## config.mk

```make
export PLATFORM = sky130hd
export DESIGN_NAME = register_ack_deframer_top
export DESIGN_NICKNAME = d
export VERILOG_FILES = /design/src/design/rad_pkg.sv /design/src/design/rad_in_stage.sv /design/src/design/rad_parser.sv /design/src/design/rad_out_stage.sv /design/src/design/register_ack_deframer_top.sv
export VERILOG_INCLUDE_DIRS = /design/src /design/src/design
export SDC_FILE = /design/constraint.sdc
export NUM_CORES = 1
export LEC_CHECK = 0
export BUFFER_PORTS_ARGS = -buffer_cell sky130_fd_sc_hd__buf_2
export CELL_PAD_IN_SITES_DETAIL_PLACEMENT = 1
export CELL_PAD_IN_SITES_GLOBAL_PLACEMENT = 2
export CORE_MARGIN = 2
export CORE_UTILIZATION = 39
export DETAILED_ROUTE_END_ITERATION = 12
export GPL_TIMING_DRIVEN = 0
export PLACE_DENSITY = 0.77
export SYNTH_ARGS = -nofsm -noshare
export SYNTH_HDL_FRONTEND = slang
export SYNTH_SLANG_ARGS = --single-unit
```

## constraint.sdc

```tcl
create_clock -name clk -period 4.9 [get_ports clk]
set_clock_uncertainty 0.15 [all_clocks]
set_input_delay 0.98 -clock clk [delete_from_list [all_inputs] [get_ports clk]]
set_output_delay 0.98 -clock clk [all_outputs]
set_load 0.01 [all_outputs]
```

## src/design/register_ack_deframer_top_assert.svh

```systemverilog
// Assertion macros shared by the deframer RTL files.
`ifndef REGISTER_ACK_DEFRAMER_TOP_ASSERT_SVH
`define REGISTER_ACK_DEFRAMER_TOP_ASSERT_SVH

// Same-cycle implication, checked outside reset.
`define RAD_ASSERT_IMPLY(label, clk, rst_n, ante, cons) \
  label: assert property (@(posedge clk) disable iff (!rst_n) (ante) |-> (cons)) \
    else $error("rad assertion failed");

// Next-cycle implication, checked outside reset.
`define RAD_ASSERT_NEXT(label, clk, rst_n, ante, cons) \
  label: assert property (@(posedge clk) disable iff (!rst_n) (ante) |=> (cons)) \
    else $error("rad assertion failed");

`endif

```

## src/design/rad_pkg.sv

```systemverilog
// Types and constants shared by the register acknowledge deframer.
package rad_pkg;

  localparam int unsigned BYTE_W      = 8;
  localparam int unsigned ADDR_W      = 14;
  localparam int unsigned ADDR_HI_W   = ADDR_W - BYTE_W;
  localparam int unsigned WRITE_FLAG_BIT = 7;

  // Header byte being collected.
  typedef enum logic [1:0] {
    HDR_ID   = 2'd0,
    HDR_CMD  = 2'd1,
    HDR_ADDR = 2'd2,
    HDR_SIZE = 2'd3
  } hdr_state_t;

  typedef enum logic {
    KIND_WRITE = 1'b0,
    KIND_ERROR = 1'b1
  } kind_t;

  typedef struct packed {
    kind_t               kind;
    logic [ADDR_W-1:0]   reg_address;
    logic [BYTE_W-1:0]   reg_data;
    logic [BYTE_W-1:0]   trans_id;
  } result_t;

  // Registered input beat handed to the parser.
  typedef struct packed {
    logic              vld;
    logic [BYTE_W-1:0] data;
  } byte_beat_t;

  // Parser result beat handed to the output register.
  typedef struct packed {
    logic    vld;
    result_t res;
  } res_beat_t;

endpackage

```

## src/design/rad_in_stage.sv

```systemverilog
// Input register for received bytes.
module rad_in_stage (
  input  logic                        clk,
  input  logic                        rst_n,
  input  logic                        in_valid,
  output logic                        in_stall,
  input  logic [rad_pkg::BYTE_W-1:0]  in_rx_byte,
  input  logic                        take,
  output rad_pkg::byte_beat_t         beat
);

  logic                       vld_r;
  logic                       vld_nxt;
  logic [rad_pkg::BYTE_W-1:0] data_r;
  logic                       load;

  // Stall only while a held byte cannot be consumed this cycle.
  assign in_stall = vld_r & ~take;
  assign load     = ~in_stall;
  assign vld_nxt  = load ? in_valid : vld_r;

  always_ff @(posedge clk) begin
    if (!rst_n) begin
      vld_r <= 1'b0;
    end else begin
      vld_r <= vld_nxt;
    end
  end

  always_ff @(posedge clk) begin
    if (load && in_valid) begin
      data_r <= in_rx_byte;
    end
  end

  assign beat.vld  = vld_r;
  assign beat.data = data_r;

endmodule

```

## src/design/rad_parser.sv

```systemverilog
// Header collector and data byte sequencer.
`include "register_ack_deframer_top_assert.svh"

module rad_parser (
  input  logic                 clk,
  input  logic                 rst_n,
  input  rad_pkg::byte_beat_t  beat,
  input  logic                 out_ready,
  output logic                 take,
  output rad_pkg::res_beat_t   res_beat
);

  rad_pkg::hdr_state_t           state_r, state_nxt;
  logic [rad_pkg::BYTE_W-1:0]    id_r, id_nxt;
  logic [rad_pkg::BYTE_W-1:0]    cmd_r, cmd_nxt;
  logic [rad_pkg::ADDR_W-1:0]    base_r, base_nxt;
  logic [rad_pkg::BYTE_W-1:0]    left_r, left_nxt;
  logic [rad_pkg::BYTE_W-1:0]    offset_r, offset_nxt;
  logic                          has_data;

  assign has_data = (left_r != '0);

  always_comb begin
    state_nxt  = state_r;
    id_nxt     = id_r;
    cmd_nxt    = cmd_r;
    base_nxt   = base_r;
    left_nxt   = left_r;
    offset_nxt = offset_r;
    res_beat.vld             = 1'b0;
    res_beat.res.kind        = rad_pkg::KIND_WRITE;
    res_beat.res.reg_address = '0;
    res_beat.res.reg_data    = '0;
    res_beat.res.trans_id    = id_r;

    if (has_data) begin
      // Data phase: every byte is a register write.
      res_beat.vld             = beat.vld;
      res_beat.res.reg_address = base_r + {{rad_pkg::ADDR_HI_W{1'b0}}, offset_r};
      res_beat.res.reg_data    = beat.data;
      offset_nxt               = offset_r + 8'd1;
      left_nxt                 = left_r - 8'd1;
    end else begin
      case (state_r)
        rad_pkg::HDR_ID: begin
          id_nxt    = beat.data;
          state_nxt = rad_pkg::HDR_CMD;
        end
        rad_pkg::HDR_CMD: begin
          cmd_nxt   = beat.data;
          state_nxt = rad_pkg::HDR_ADDR;
        end
        rad_pkg::HDR_ADDR: begin
          base_nxt  = {cmd_r[rad_pkg::ADDR_HI_W-1:0], beat.data};
          state_nxt = rad_pkg::HDR_SIZE;
        end
        rad_pkg::HDR_SIZE: begin
          state_nxt  = rad_pkg::HDR_ID;
          offset_nxt = '0;
          if (cmd_r[rad_pkg::WRITE_FLAG_BIT]) begin
            // Write-flagged acknowledge: report and drop the size byte.
            left_nxt          = '0;
            res_beat.vld      = beat.vld;
            res_beat.res.kind = rad_pkg::KIND_ERROR;
          end else begin
            left_nxt = beat.data;
          end
        end
        default: begin
          state_nxt = rad_pkg::HDR_ID;
        end
      endcase
    end
  end

  assign take = beat.vld & (~res_beat.vld | out_ready);

  always_ff @(posedge clk) begin
    if (!rst_n) begin
      state_r  <= rad_pkg::HDR_ID;
      left_r   <= '0;
      offset_r <= '0;
    end else if (take) begin
      state_r  <= state_nxt;
      left_r   <= left_nxt;
      offset_r <= offset_nxt;
    end
  end

  always_ff @(posedge clk) begin
    if (take) begin
      id_r   <= id_nxt;
      cmd_r  <= cmd_nxt;
      base_r <= base_nxt;
    end
  end

  `RAD_ASSERT_IMPLY(a_err_only_on_size, clk, rst_n,
    res_beat.vld && res_beat.res.kind == rad_pkg::KIND_ERROR,
    state_r == rad_pkg::HDR_SIZE && left_r == '0)
  `RAD_ASSERT_NEXT(a_err_restarts_header, clk, rst_n,
    take && res_beat.vld && res_beat.res.kind == rad_pkg::KIND_ERROR,
    state_r == rad_pkg::HDR_ID && left_r == '0 && offset_r == '0)
  `RAD_ASSERT_NEXT(a_data_counts_down, clk, rst_n,
    take && left_r != '0,
    left_r == 8'($past(left_r) - 8'd1) && offset_r == 8'($past(offset_r) + 8'd1))
  `RAD_ASSERT_NEXT(a_header_holds_in_data, clk, rst_n,
    take && left_r != '0,
    state_r == $past(state_r))

endmodule

```

## src/design/rad_out_stage.sv

```systemverilog
// Result register facing the output channel.
`include "register_ack_deframer_top_assert.svh"

module rad_out_stage (
  input  logic                              clk,
  input  logic                              rst_n,
  input  rad_pkg::res_beat_t                res_beat,
  input  logic                              take,
  output logic                              out_ready,
  output logic                              out_valid,
  input  logic                              out_stall,
  output logic                              out_kind,
  output logic [rad_pkg::ADDR_W-1:0]        out_reg_address,
  output logic [rad_pkg::BYTE_W-1:0]        out_reg_data,
  output logic [rad_pkg::BYTE_W-1:0]        out_trans_id
);

  logic             vld_r;
  logic             vld_nxt;
  logic             load;
  rad_pkg::result_t res_r;

  // The register frees up when empty or when its beat leaves this cycle.
  assign out_ready = ~vld_r | ~out_stall;
  assign load      = take & res_beat.vld;
  assign vld_nxt   = out_ready ? load : vld_r;

  always_ff @(posedge clk) begin
    if (!rst_n) begin
      vld_r <= 1'b0;
    end else begin
      vld_r <= vld_nxt;
    end
  end

  always_ff @(posedge clk) begin
    if (load) begin
      res_r <= res_beat.res;
    end
  end

  assign out_valid       = vld_r;
  assign out_kind        = res_r.kind;
  assign out_reg_address = res_r.reg_address;
  assign out_reg_data    = res_r.reg_data;
  assign out_trans_id    = res_r.trans_id;

  `RAD_ASSERT_IMPLY(a_load_needs_room, clk, rst_n, load, out_ready)
  `RAD_ASSERT_NEXT(a_stalled_result_held, clk, rst_n,
    vld_r && out_stall, vld_r && res_r == $past(res_r))
  `RAD_ASSERT_NEXT(a_load_shows_valid, clk, rst_n, load, vld_r)

endmodule

```

## src/design/register_ack_deframer_top.sv

```systemverilog
// Top level of the register acknowledge deframer.
//
// Splits a received acknowledge byte stream into register writes. Each
// packet opens with four header bytes: transaction id, command (low six
// bits are address bits 13:8, bit 7 is the write flag), address bits 7:0
// and size. A read header with a nonzero size is followed by that many
// data bytes; each becomes one result with kind 0 at (address + offset)
// wrapping at 14 bits, tagged with the header's transaction id. A
// write-flagged header yields one result with kind 1, zero address and
// data, and its size byte is dropped. A zero-size read header and every
// other header byte yield no result. Throughput is one byte per clock
// while the output channel does not stall: a byte is held in the input
// register, parsed there in a single pass, and its result is loaded into
// the output register when the parser takes it. Stall on the output
// channel backs up through the output register into in_stall only when
// the held byte has a result and the output register is full and stalled.
module register_ack_deframer_top (
  input  logic                        clk,
  input  logic                        rst_n,
  // byte input channel
  input  logic                        in_valid,
  output logic                        in_stall,
  input  logic [rad_pkg::BYTE_W-1:0]  in_rx_byte,
  // result channel
  output logic                        out_valid,
  input  logic                        out_stall,
  output logic                        out_kind,
  output logic [rad_pkg::ADDR_W-1:0]  out_reg_address,
  output logic [rad_pkg::BYTE_W-1:0]  out_reg_data,
  output logic [rad_pkg::BYTE_W-1:0]  out_trans_id
);

  rad_pkg::byte_beat_t byte_beat;
  rad_pkg::res_beat_t  res_beat;
  logic                take;
  logic                out_ready;

  // Hold each accepted beat until the parser consumes it.
  rad_in_stage u_in (
    .clk        (clk),
    .rst_n      (rst_n),
    .in_valid   (in_valid),
    .in_stall   (in_stall),
    .in_rx_byte (in_rx_byte),
    .take       (take),
    .beat       (byte_beat)
  );

  // Advance the header / data sequence and form the result.
  rad_parser u_parser (
    .clk       (clk),
    .rst_n     (rst_n),
    .beat      (byte_beat),
    .out_ready (out_ready),
    .take      (take),
    .res_beat  (res_beat)
  );

  // Register results and drive the output channel.
  rad_out_stage u_out (
    .clk             (clk),
    .rst_n           (rst_n),
    .res_beat        (res_beat),
    .take            (take),
    .out_ready       (out_ready),
    .out_valid       (out_valid),
    .out_stall       (out_stall),
    .out_kind        (out_kind),
    .out_reg_address (out_reg_address),
    .out_reg_data    (out_reg_data),
    .out_trans_id    (out_trans_id)
  );

endmodule
```

# == Word level (Yosys, flattened, before mapping) ==
# Cells that the tools add are included.
# word_totals
register_bits,89
in_bits,12
# op_classes
add_sub_neg,3
n_eq_ne,3
n_mux,9
bitwise,12
reduce_logical,10
# op_table
op,count
two-way mux 8 bit,5
adder 14 x 8 -> 14 bit,1
AND reduction 3 bit,3
"adder 8 x 1 -> 8 bit, second input constant",1
one-hot mux 2 bit (4 select lines),1
nonzero test 8 bit,1
"subtractor 8 x 1 -> 8 bit, second input constant",1
NOT 1 bit,7
"== test 2 bit, second input constant",2
two-way mux 2 bit,2
AND reduction 2 bit,2
AND 1 bit,3
"== test 2 x 1 -> 1 bit, second input constant",1
zero test 2 bit,1
bitwise OR 1 bit,2
nonzero test 2 bit,1
OR reduction 2 bit,1
logical AND 1 bit,1
two-way mux 1 bit,1

# == Depth between registers and ports, before layout ==
# Gate-level depths: netlist (run 1).
# logic_depth
ltp_word,10
ltp_mapped,9
depth_no_buf,8

# == By module ==
# Synthesis (run 1) repeated with hierarchy kept, for this count alone.
# unflattened
hier_cells,309
area_unflattened_um2,3871.2
# by_module_without_submodules
mod,instances,cells_per_inst,area_per_inst_um2
rad_parser,1,260,2600.0
rad_out_stage,1,36,975.9
rad_in_stage,1,13,295.3

# == Least setup slack after synthesis (run 1) ==
# OpenSTA, ideal clock, no wires.
# synth_path
path_type,register to register
start,register u_parser.left_r[0] in the netlist's numbering
end,"register u_out.res_r, in the netlist u_out.out_kind, enable pin"
setup_ns,0.430
arrival_time_ns,2.896
path_slack_ns,1.425
stages_incl_launch_ff,9
path_buffers,1
period_less_slack_ns,3.475
path_cell_list,dfxtp_1 > inv_1 > ha_1 > or3b_2 > clkbuf_1 > nor2_1 > nand2_1 > nand2_1 > a21oi_1
# synth_between
elab_chain_cells,6
# synth_lines
element,line_no,source
from (decl),rad_parser.sv:17,"logic [rad_pkg::BYTE_W-1:0] left_r, left_nxt;"
from (signal assigned),rad_parser.sv:85,left_r <= left_nxt;
nonzero test 8 bit (*),rad_parser.sv:21,assign has_data = (left_r != '0);
two-way mux 1 bit (*),rad_parser.sv:36,if (has_data) begin
NOT 1 bit,rad_parser.sv:76,assign take = beat.vld & (~res_beat.vld | out_ready);
bitwise OR 1 bit,rad_parser.sv:76,
AND 1 bit,rad_parser.sv:76,
AND 1 bit (*),rad_out_stage.sv:25,assign load = take & res_beat.vld;
named net u_out.load,rad_out_stage.sv:20,logic load;
to (signal assigned),rad_out_stage.sv:38,res_r <= res_beat.res;
to (decl),rad_out_stage.sv:21,rad_pkg::result_t res_r;
# The timed path passes the listed nets; every way through them passes the cells marked *.
# A chain may end at the register's enable or synchronous reset.

# == Worst setup path in the final report (run 1) ==
# layout_path
start,register u_parser.left_r[0] in the netlist's numbering
end,output in_stall
# layout_between
elab_chain_cells,7
# layout_lines
element,line_no,source
nonzero test 8 bit,rad_parser.sv:21,
two-way mux 1 bit,rad_parser.sv:36,
NOT 1 bit,rad_parser.sv:76,
bitwise OR 1 bit,rad_parser.sv:76,
AND 1 bit,rad_parser.sv:76,
NOT 1 bit,rad_in_stage.sv:18,assign in_stall = vld_r & ~take;
AND 1 bit,rad_in_stage.sv:18,
to (decl),register_ack_deframer_top.sv:22,"output logic in_stall,"
# No other way between the ends.

==> reports/results.txt, run 1 <==
The flow ran to the end, and the final reports show no timing, DRC or antenna violations. The floorplan step defined a die boundary enclosing 10600 um2. The number of nets at the end of the flow is 384. By area the synthesized netlist is led by sky130_fd_sc_hd__edfxtp_1 54%, sky130_fd_sc_hd__dfxtp_1 11%, sky130_fd_sc_hd__ha_1 5.3%, sky130_fd_sc_hd__a21oi_1 3.0%, sky130_fd_sc_hd__nor2_1 2.9%. Across every metal layer, demand over resource in global routing totals 17.0%. The cell leakage power is 1.64 nW. The run gives 0.763 as the weighted congestion reported at the end of routability-driven placement. The final antenna-violating net count is 0, and the global-route track usage on met3 is 4.61%. In this run, the number of DRC markers left after iteration 0 of detailed routing was 107.

The min-delay analysis places its worst path in the category reg -> reg. The filler cells instantiated in the layout total 1068. The sequential standard cell area is 2440 um2, and the cell area power density is 368 nW/um2. Entering global routing, the biggest net connects 30 pins. The worst endpoint data arrival time is 2.48 ns, and the effective utilization at floorplan is 39.5%. The part of the cycle the worst path needs works out to 73.7%. TritonCTS built the clock tree. The clock sink count was 88; the remaining design rule violation count was 0. Number of clock buffers inserted by TritonCTS: 9. For this design, the CTS-stage hold fixing added 0 buffers. The tools report the number of global-route vias before repair as 2553. The prevailing post-synth register cell was sky130_fd_sc_hd__edfxtp_1. The logs give 1.18 mW for the internal power of the cells and 0 for the remaining global-route overflow. The start-to-end type of the worst setup path was reg -> out. The number of iterations in the first detailed-routing pass was 4. A synthesized cell averages 12.7 um2. Routed wire length per instance: 16.7 um. The tools report the met2 track demand over resource in global routing as 29.2%.

Setup repair after global routing left no endpoint under its margin. The maximum net fanout on the critical path is 7. Summing all multi-input logic gate instances after layout gives 1290 um2. The tools report the final wirelength as 8230 um. The final max-slew violation count came out at 0.

The run gives 13.1% as the combinational fraction of design power. For the pin with the worst max-slew slack, the measured transition is 0.748 ns. STA classifies the critical path endpoint as an output pin.

For the total half-perimeter wirelength after legalization and detailed placement, the log shows 5870 um. Setup violations remaining at the end of the flow were counted as 0. The switching share of power was 27.8%.

Biggest area consumer among synthesized cells: sky130_fd_sc_hd__edfxtp_1. The run gives 36 as the floorplan row count. Using the TritonRoute via totals, the vias-per-cell ratio works out to 5.22.

From left edge to right edge, the die measures 103 um. The most utilized layer in the global route result is met2. The synthesized design contains 68 enable-type register cells. The logs give 300 for the instance count of the mapped netlist and 45 for the I/O pin total. The synthesized area is 3810 um2. CTS placed an instance of sky130_fd_sc_hd__clkbuf_8 at the clock tree root. The tools report the startpoint class of the critical path as a register. The H-tree was split into 3 levels.

The initial antenna violation count came out at 0. The total core area was 9640 um2. The most common cell in the synthesized netlist is sky130_fd_sc_hd__edfxtp_1. Of the total power, registers draw 54.0%. Max-cap violations in this run came to 0. The clock passes through at most 2 buffers. The post-synthesis async set-or-reset flop share came out at 0%. The worst pin sits at a relative slew slack of 50.0%. The run gives 64.1% as the sequential element share of the synthesized area. Post-synthesis net count: 329. The clock-pin slew on the worst setup and hold paths is 0.10 ns. Post-CTS repair changed the size of 0 cells. Minimum period implied by the final worst setup slack: 3.61 ns.

For the worst setup path, the data required time is 3.77 ns. The highest clock rate was 277 MHz; the clock network fraction of total power was 32.9%. The number of vias after detailed routing was 2572; the vertical extent of the die was 103 um. The count of buffers inserted at the top-level ports was 43; the number of buffers inserted by post-CTS setup repair was 0.

The netlist uses 47 different library cells. Global routing consumed, on the met1 layer, 21.0% of the routing resources. For the worst-skew pair, the clock arrives at the later sink with an insertion delay of 0.36 ns.

The number of warnings issued by yosys was 0. Hold timing on the final database bottoms out at a slack of 0.273 ns. The top cell type's share of synthesized area was 53.6%. From synthesis to final layout, the design area changed by 16.4%. For the total inserted antenna cells, the log shows 0. VDD sags by at most 0.136 mV.

The flop and latch count out of synthesis is 88, and the switching power is 0.453 mW. By count the netlist is led by 68 x sky130_fd_sc_hd__edfxtp_1, 29 x sky130_fd_sc_hd__nor2_1, 23 x sky130_fd_sc_hd__a21oi_1. Number of hold violations in the final report: 0. The final-layout setup total negative slack is 0 ns, and the fraction of layout cells with a size suffix above 1 is 20.8%.

The global-route wire length before repair is 13300 um.
[state kept, by name, indices dropped and copies added, names as in the netlist, 7 cells and up]
name                   flops
u_in.data_r                8
u_out.out_reg_address     14
u_out.out_reg_data         8
u_out.out_trans_id         8
u_parser.base_r           14
u_parser.cmd_r             7
u_parser.id_r              8
u_parser.left_r            8
u_parser.offset_r          8
[metal layers]
layer,routed length (um),share of wire [%]
met1,3550,43
met2,4160,51
met3,361,4.4
met4,151,1.8
met5,0,0
[path summary, 6_finish.rpt]
| kind | from | endpoint | slack, ns | depth (start not counted) |
|---|---|---|---|---|
| max | u_parser.left_r[0]$_SDFFE_PN0P_ | in_stall | 1.29 | 8 |
| min reg2reg | u_parser.cmd_r[5]$_DFFE_PP_ | u_parser.base_r[13]$_DFFE_PP_ | 0.27 | 0 |
| max reg2reg | u_parser.left_r[0]$_SDFFE_PN0P_ | u_in.data_r[0]$_DFFE_PP_ | 1.81 | 8 |
| min | u_parser.cmd_r[5]$_DFFE_PP_ | u_parser.base_r[13]$_DFFE_PP_ | 0.27 | 0 |
[worst max-delay path, cell delays in order, from the launching register on]
cell and delay, ns:
sky130_fd_sc_hd__dfxtp_1 0.37, sky130_fd_sc_hd__inv_1 0.10, sky130_fd_sc_hd__ha_1 0.23, sky130_fd_sc_hd__or3b_2 0.46
sky130_fd_sc_hd__clkbuf_1 0.21, sky130_fd_sc_hd__nor2_1 0.27, sky130_fd_sc_hd__nand2_1 0.11, sky130_fd_sc_hd__and4_1 0.24
sky130_fd_sc_hd__buf_2 0.14
[layout make-up]
cell class / instances / area share, %
Sequential cell: 88 / 55.1
Inverter: 13 / 1.10
Clock buffer: 9 / 2.80
Tap cell: 133 / 3.76
Timing Repair Buffer: 44 / 5.31
Multi-Input combinational cell: 191 / 29.2
Buffer: 8 / 0.762
Clock inverter: 7 / 1.95
[logic make-up (layout without fill, tap and decap cells)]
group	after synthesis	after routing	synth area share [%]
mux	1	1	0.263
xor+xnor	6	6	1.38
buf+inv	21	81	2.17
fa+ha+maj	17	17	5.78
compound gates	74	74	13.3
simple gates	93	93	12.9
flops	88	88	64.1
[per-stage QoR]
stage          setup slack (ns)  power, mW  util, %  area (um2)  cells
6_report                   1.29       1.63     46.0        4430    493
5_1_grt                    1.04       1.70     46.0        4430    493
4_1_cts                    1.25       1.65     46.0        4430    493
3_5_place_dp               1.68       1.12     43.8        4220    477
3_3_place_gp              0.465       1.11     43.5        4190    476
2_1_floorplan              1.42       1.03        -        3810    300
[placed cells by master, fill, tap and decap left out, drive strengths merged, types with 2 or more instances in the layout]
| cell | instances |
|---|---|
| xnor2 | 3 |
| inv | 17 |
| o2111ai | 2 |
| or4 | 2 |
| o221a | 3 |
| clkbuf | 14 |
| buf | 47 |
| nor3 | 7 |
| nand2 | 14 |
| o31ai | 2 |
| nor2 | 30 |
| xor2 | 3 |
| dfxtp | 20 |
| o21a | 3 |
| a211oi | 5 |
| and3 | 5 |
| edfxtp | 68 |
| a21oi | 23 |
| a31oi | 6 |
| nor3b | 2 |
| and2 | 13 |
| nand3 | 9 |
| ha | 16 |
| a22oi | 2 |
| o211ai | 3 |
| nor2b | 3 |
| or3 | 3 |
| o21ai | 11 |
| a21o | 6 |
[power groups by stage]
stage	clock, mW	sequential (mW)	combinational, mW
global route	0.574	0.885	0.245
finish	0.536	0.880	0.214
global placement	0	0.898	0.208
floorplan	0	0.899	0.134
detailed placement	0	0.898	0.218
CTS	0.550	0.881	0.219
Note: power is estimated with default switching activity, not from simulation.
==> inputs of run 2 (changes only) <==
--- a/config.mk
+++ b/config.mk
@@ -10,10 +10,10 @@
 export CELL_PAD_IN_SITES_DETAIL_PLACEMENT = 1
 export CELL_PAD_IN_SITES_GLOBAL_PLACEMENT = 2
 export CORE_MARGIN = 2
-export CORE_UTILIZATION = 39
+export CORE_UTILIZATION = 36
 export DETAILED_ROUTE_END_ITERATION = 12
 export GPL_TIMING_DRIVEN = 0
-export PLACE_DENSITY = 0.77
+export PLACE_DENSITY = 0.75
 export SYNTH_ARGS = -nofsm -noshare
 export SYNTH_HDL_FRONTEND = slang
 export SYNTH_SLANG_ARGS = --single-unit
==> constraint.sdc (replaced) <==
create_clock -name clk -period 2.9 [get_ports clk]
set_clock_uncertainty 0.15 [all_clocks]
set_input_delay 0.58 -clock clk [delete_from_list [all_inputs] [get_ports clk]]
set_output_delay 0.58 -clock clk [all_outputs]
set_load 0.01 [all_outputs]
==> run 2 against run 1 <==
  * Combinational power grew 84%
  * Register-to-register slack lost 1.6 ns
  * Highest routed layer unchanged
  * Largest power group unchanged
  * Clock power grew 51%
  * Global-route usage shrank 1.3 points
  * Utilization shrank 2.7 points
  * Critical path depth shrank 1
  * First-iteration DRC count shrank 2.8%
==> reports/results.txt, run 2 (same netlist as run 1, synthesis figures left out) <==
Leaving out fill and tap cells, the most frequent cell in the layout is sky130_fd_sc_hd__edfxtp_1. The worst setup path is of the reg -> out kind. The peak per-stage delay on the critical path came out at 0.42 ns. Setup slack after layout: 0.102 ns. In this run the static leakage power is 1.64 nW. The clock drives 88 sinks. TritonCTS built the clock tree. Dividing the final minimum period by the clock period gives 96.5%.

Entering global routing, the biggest net connects 32 pins. Setup violations remaining at the end of the flow were counted as 0. The type of the most critical hold path was in -> reg. The logs give 13600 um for the global-route wire length before repair and -0.119 ns for the pre-CTS setup slack. The final wirelength is 8510 um, and the remaining design rule violation count is 0. Summing all placed instances gives a cell area of 4220 um2. The routed wire length per instance is 17.1 um, and the vertical extent of the die is 107 um.

The post-route netlist has 22.4% of its cells at a drive strength greater than 1. The peak supply drop is 0.271 mV, and the maximum net fanout on the critical path is 6. The number of global-route vias before repair came out at 2614. The congestion estimate from routability-driven global placement came to 0.756. The run gives 30.1% as the clock network fraction of total power. The tools report the clock latency at the later pin of the worst-skew pair as 0.36 ns.

In this run the power spent charging and discharging nets is 0.772 mW. The number of hold violations in the final report is 0. The initialized floorplan defines 37 standard-cell rows. The library cells used most frequently in the layout, excluding fill and tap cells, are 68 x sky130_fd_sc_hd__edfxtp_1, 46 x sky130_fd_sc_hd__buf_2, 28 x sky130_fd_sc_hd__nor2_1. Net switching is 28.7% of the power. The area added between synthesis and finish was 16.8%; the overall die area was 11400 um2. The number of buffer and inverter instances along the worst setup path was 2; the final antenna-violating net count was 0.

The flow ran to the end, and the final reports show no timing, DRC or antenna violations. The clock tree root buffer cell was sky130_fd_sc_hd__clkbuf_8. The max-cap check violation count is 0. The total power of the final layout was 2.69 mW; the hold buffer count at CTS was 0.

In this run the standard cell core region covers 10300 um2. The finished cells cover 4450 um2. Clock tree synthesis inserted a total of 9 buffers. The number of antenna diodes in the final layout is 0.

Worst-case headroom to the max-slew limit: 55.1%. In the final design database the tool counted 386 nets. Cells fill 43.3% of the core in the end. The wire-length estimate of the detail-placed layout is 5940 um. The tools report the worst endpoint data arrival time as 2.07 ns. Across all hold checks on the routed design, the worst slack comes to 0.241 ns. Traced cell by cell, the critical path runs through inv_1 > ha_4 > or3b_4 > nor2_2 > nand2_1 > and4_1 > buf_2. The clock-pin slew on the worst setup and hold paths is 0.09 ns, and the combinational fraction of design power is 14.6%. Power spread over the standard cell area amounts to 605 nW/um2. The minimum period implied by the final worst setup slack came out at 2.80 ns. The violation count after the first detailed-routing iteration was 104. STA classifies the critical path endpoint as an output pin. The cell class contributing the biggest share of worst-path delay was simple AND/OR/NAND/NOR gates.

At the pin with the least slew margin, the transition time is 0.672 ns. The startpoint class of the critical path is a register. The logs give 1136 for the number of fill cells and 3 for the H-tree depth. The I/O pin total is 45, and the maximum buffer depth of the clock tree is 2. The remaining global-route overflow was 0. STA puts the critical path data required time at 2.17 ns. Initial antenna violation count: 0. In the global route stage, overall resource usage came out at 15.7%.

The slowest library cell on the worst path was sky130_fd_sc_hd__or3b_4. The first detailed-routing pass ran for 4 iterations. Static timing analysis puts the maximum clock frequency at 357 MHz.

The overall die width was 107 um. The run gives 0 as the final max-slew violation count. Via count normalized by instance count: 5.12.

The share of total power in sequential cells is 55.3%, and the internal power of the cells is 1.92 mW. The initial utilization of the core area, before any placement, comes to 37.0%. Input and output buffers added on the ports amount to 43. For the number of vias after detailed routing, the log shows 2549.
==> run 2: final cells by class <==
type	count	area [um2]	area share [%]
flip-flops and latches	88	2440	54.9
multi-input cells	191	1310	29.5
repair buffers	47	258	5.80
well taps	136	170	3.83
clock buffers	9	124	2.79
clock inverters	7	60.1	1.35
inverters	13	48.8	1.10
plain buffers	7	30.0	0.675
==> run 2: power by group through the flow <==
stage | Clock (mW) | Combinational (mW) | Sequential (mW)
finish | 0.809 | 0.393 | 1.49
global route | 0.881 | 0.440 | 1.50
CTS | 0.839 | 0.383 | 1.49
detailed placement | 0 | 0.369 | 1.52
global placement | 0 | 0.352 | 1.52
floorplan | 0 | 0.227 | 1.52
==> run 2: path summary, 6_finish.rpt <==
path,from,to,cells after the start,slack (ns)
max,u_parser.left_r[0]$_SDFFE_PN0P_,in_stall,7,0.10
min reg2reg,u_parser.cmd_r[1]$_DFFE_PP_,u_parser.base_r[9]$_DFFE_PP_,0,0.27
min,in_rx_byte[6],u_in.data_r[6]$_DFFE_PP_,1,0.24
max reg2reg,u_parser.left_r[0]$_SDFFE_PN0P_,u_parser.id_r[2]$_DFFE_PP_,6,0.25
==> run 2: through the flow <==
step,TNS (ns),std cells
floorplan,0,300
global placement,-15.87,479
detailed placement,-0.951,480
CTS,0,496
global route,-0.00506,498
finish,0,498
==> run 2: what timing repair did <==
| action | 4_1_cts | 5_1_grt |
|---|---|---|
| resized for setup | 2 | 3 |
| cloned | 0 | 0 |
| setup endpoints to repair | 9 | 15 |
| pin swaps | 1 | 0 |
| setup buffers | 1 | 2 |
==> run 2: per-layer routing <==
metal / global-route usage, % / vias to the layer above / part of all wire, %
met5: 0 / - / 0
met4: 4.45 / 0 / 1.2
met3: 3.71 / 11 / 3.3
met2: 26.9 / 47 / 51
met1: 19.8 / 1257 / 44
li1: - / 1234 / -
==> inputs of run 3 (changes only) <==
--- a/config.mk
+++ b/config.mk
@@ -9,6 +9,7 @@
 export BUFFER_PORTS_ARGS = -buffer_cell sky130_fd_sc_hd__buf_2
 export CELL_PAD_IN_SITES_DETAIL_PLACEMENT = 1
 export CELL_PAD_IN_SITES_GLOBAL_PLACEMENT = 2
+export CORE_ASPECT_RATIO = 1.2
 export CORE_MARGIN = 2
 export CORE_UTILIZATION = 36
 export DETAILED_ROUTE_END_ITERATION = 12
==> run 3 against run 2 <==
  * Register-to-register slack got worse by 0.05 ns
  * First-iteration DRC count down 14%
  * Critical endpoint unchanged
  * Non-clock buffer count down 2
  * Largest cell class unchanged
  * Setup slack better by 0.0045 ns
  * Sequential share of layout area is 1.4 points lower
==> reports/results.txt, run 3 (same netlist as run 1, synthesis figures left out) <==
The flow ran to the end, and the final reports show no timing, DRC or antenna violations. The worst-case IR drop observed on VDD is 0.302 mV. The initial antenna violation count was 0. The maximum buffer depth of the clock tree is 2, and the peak per-stage delay on the critical path is 0.44 ns. In this run the remaining antenna-violating nets after routing total 0. STA classifies the critical path endpoint as an output pin. The tool flagged a number of max-cap violations equal to 0.

The required time at the worst-slack endpoint was 2.17 ns; the count of buffers inserted at the top-level ports was 43. The first global-routing pass estimated 13800 um of wire. Hold buffer count at CTS: 0.

The clock latency at the later pin of the worst-skew pair was 0.35 ns; the part of the cycle the worst path needs was 96.3%. In this run the tightest slew margin relative to its limit is 48.5%. The overall die area is 11400 um2.

Slowest library cell on the worst path: sky130_fd_sc_hd__or3b_4. The worst endpoint data arrival time was 2.06 ns. The start-to-end type of the worst setup path is reg -> out. The total core area is 10400 um2. Summed over all cells, the static leakage comes to 1.70 nW. The overall die width was 97.9 um.

The detailed router finished its first iteration with 89 violations. The logs give 2689 for the number of global-route vias before repair and 47.6% for the share of total power in sequential cells. Walking the worst path, the cells encountered are inv_1 > ha_4 > or3b_4 > nor2_2 > nand2_1 > and4_1 > buf_2. The total inserted antenna cells is 0. For the final max-slew violation count, the log shows 0.

The most common cell after layout, fill and taps aside is sky130_fd_sc_hd__edfxtp_1. The detailed router placed 2594 vias in this run. The worst hold path belongs to the class in -> reg. The clock tree synthesis step divided the H-tree into 3 levels. The startpoint class of the critical path was a register. At the pin with the least slew margin, the transition time is 0.771 ns. The initial utilization of the core area, before any placement, comes to 36.6%. The clock network fraction of total power is 40.3%, and the number of nets at the end of the flow is 384. The floorplan row count is 41. TritonCTS built the clock tree. The total half-perimeter wirelength after legalization and detailed placement was 6390 um. For this design the top-level I/O count stands at 45.

For this run, design rule violations remaining after detail routing come to 0. The floorplan step set the die height to 117 um. After detailed routing, the number of vias per cell comes to 5.30.

Setup repair after global routing left no endpoint under its margin. After routing the design area is 4560 um2. In the final routed layout, each cell accounts on average for 18.3 um. TritonCTS created 9 clock buffers. The worst hold slack after final layout is 0.256 ns, and the cell area power density is 686 nW/um2.

Setup violations remaining at the end of the flow were counted as 0. The area added between synthesis and finish was 19.8%. The cell depth of the worst hold path came out at 1. Combinational cells account for 12.1% of the total power. The run gives 31 as the maximum number of pins on one net before global-route repair. For the worst flop-to-flop path, the logic depth is 7.

Static timing analysis puts the maximum clock frequency at 358 MHz. The design draws 3.13 mW. The placed instances occupy a cell area of 4220 um2. The maximum net fanout on the critical path was 7. The switching power was 0.785 mW; the clock-pin slew on the worst setup and hold paths was 0.07 ns. The number of hold violations in the final report is 0. The switching share of power came out at 25.1%.

Total track usage: 16.1%. Clock tree synthesis found a total of 88 sinks. The congestion estimate from routability-driven global placement came to 0.728. The tools report the number of iterations in the first detailed-routing pass as 4. The internal power of the cells came out at 2.34 mW.

The tools report the final wirelength as 8940 um. The remaining global-route overflow is 0. The worst path needs 2.79 ns of the cycle, external delays included. The root buffer cell chosen for the clock tree is sky130_fd_sc_hd__clkbuf_16. Cells with a size suffix above 1 make up 21.9% of the layout. In the layout the commonest cells are 68 x sky130_fd_sc_hd__edfxtp_1, 46 x sky130_fd_sc_hd__buf_2, 28 x sky130_fd_sc_hd__nor2_1.
## run 3: power by group through the flow
stage | Sequential, mW | Combinational, mW | Clock, mW
detailed placement | 1.52 | 0.372 | 0
global placement | 1.52 | 0.354 | 0
floorplan | 1.52 | 0.227 | 0
CTS | 1.49 | 0.384 | 1.28
global route | 1.50 | 0.426 | 1.33
finish | 1.49 | 0.379 | 1.26
## run 3: worst paths after layout
kind / startpoint / to / slack, ns
setup / recovery: u_parser.left_r[0]$_SDFFE_PN0P_ / in_stall / 0.11
hold / removal: in_rx_byte[1] / u_in.data_r[1]$_DFFE_PP_ / 0.26
setup reg to reg: u_parser.left_r[0]$_SDFFE_PN0P_ / u_in.data_r[0]$_DFFE_PP_ / 0.20
hold reg to reg: u_parser.id_r[3]$_DFFE_PP_ / u_out.out_trans_id[3]$_DFFE_PP_ / 0.27
## run 3: cell type report
| cell class | instances | area, um2 |
|---|---|---|
| timing repair buffer | 45 | 243 |
| fill | 1117 | 5850 |
| sequential | 88 | 2440 |
| multi-input combinational | 191 | 1320 |
| inverter | 13 | 48.8 |
| tap | 129 | 161 |
| buffer | 7 | 30.0 |
| clock buffer | 10 | 229 |
| clock inverter | 6 | 90.1 |
## run 3: stage by stage
| stage | cells | setup slack, ns | util (%) | setup TNS (ns) |
|---|---|---|---|---|
| finish | 489 | 0.107 | 43.8 | 0 |
| global route | 489 | 0.00727 | 43.8 | 0 |
| CTS | 489 | 0.0369 | 43.6 | 0 |
| detailed placement | 473 | -0.207 | 40.5 | -2.20 |
| global placement | 472 | -0.514 | 40.2 | -17.50 |
| floorplan | 300 | 0.116 | - | 0 |
## run 3: critical path: cells and delay by family (launching register included)
kind          cells  cell delay (ns)
buf+inv           2             0.28
fa+ha+maj         1             0.17
flops             1             0.36
simple gates      4             0.91
## run 3: routing by layer
layer	GRT usage, %	share of wire, %	up-vias	routed length [um]
met2	29.3	53	50	4770
met5	0	0	-	0
li1	-	-	1235	-
met4	6.76	2.8	0	253
met3	4.49	3.8	21	337
met1	17.7	40	1288	3580
## run 3: timing repair
action,in CTS,in global routing
gates cloned,0,0
buffers inserted,1,0
endpoints found under the setup margin,23,43
hold endpoints to repair,0,0
pin swaps,1,0
resized for setup,3,3
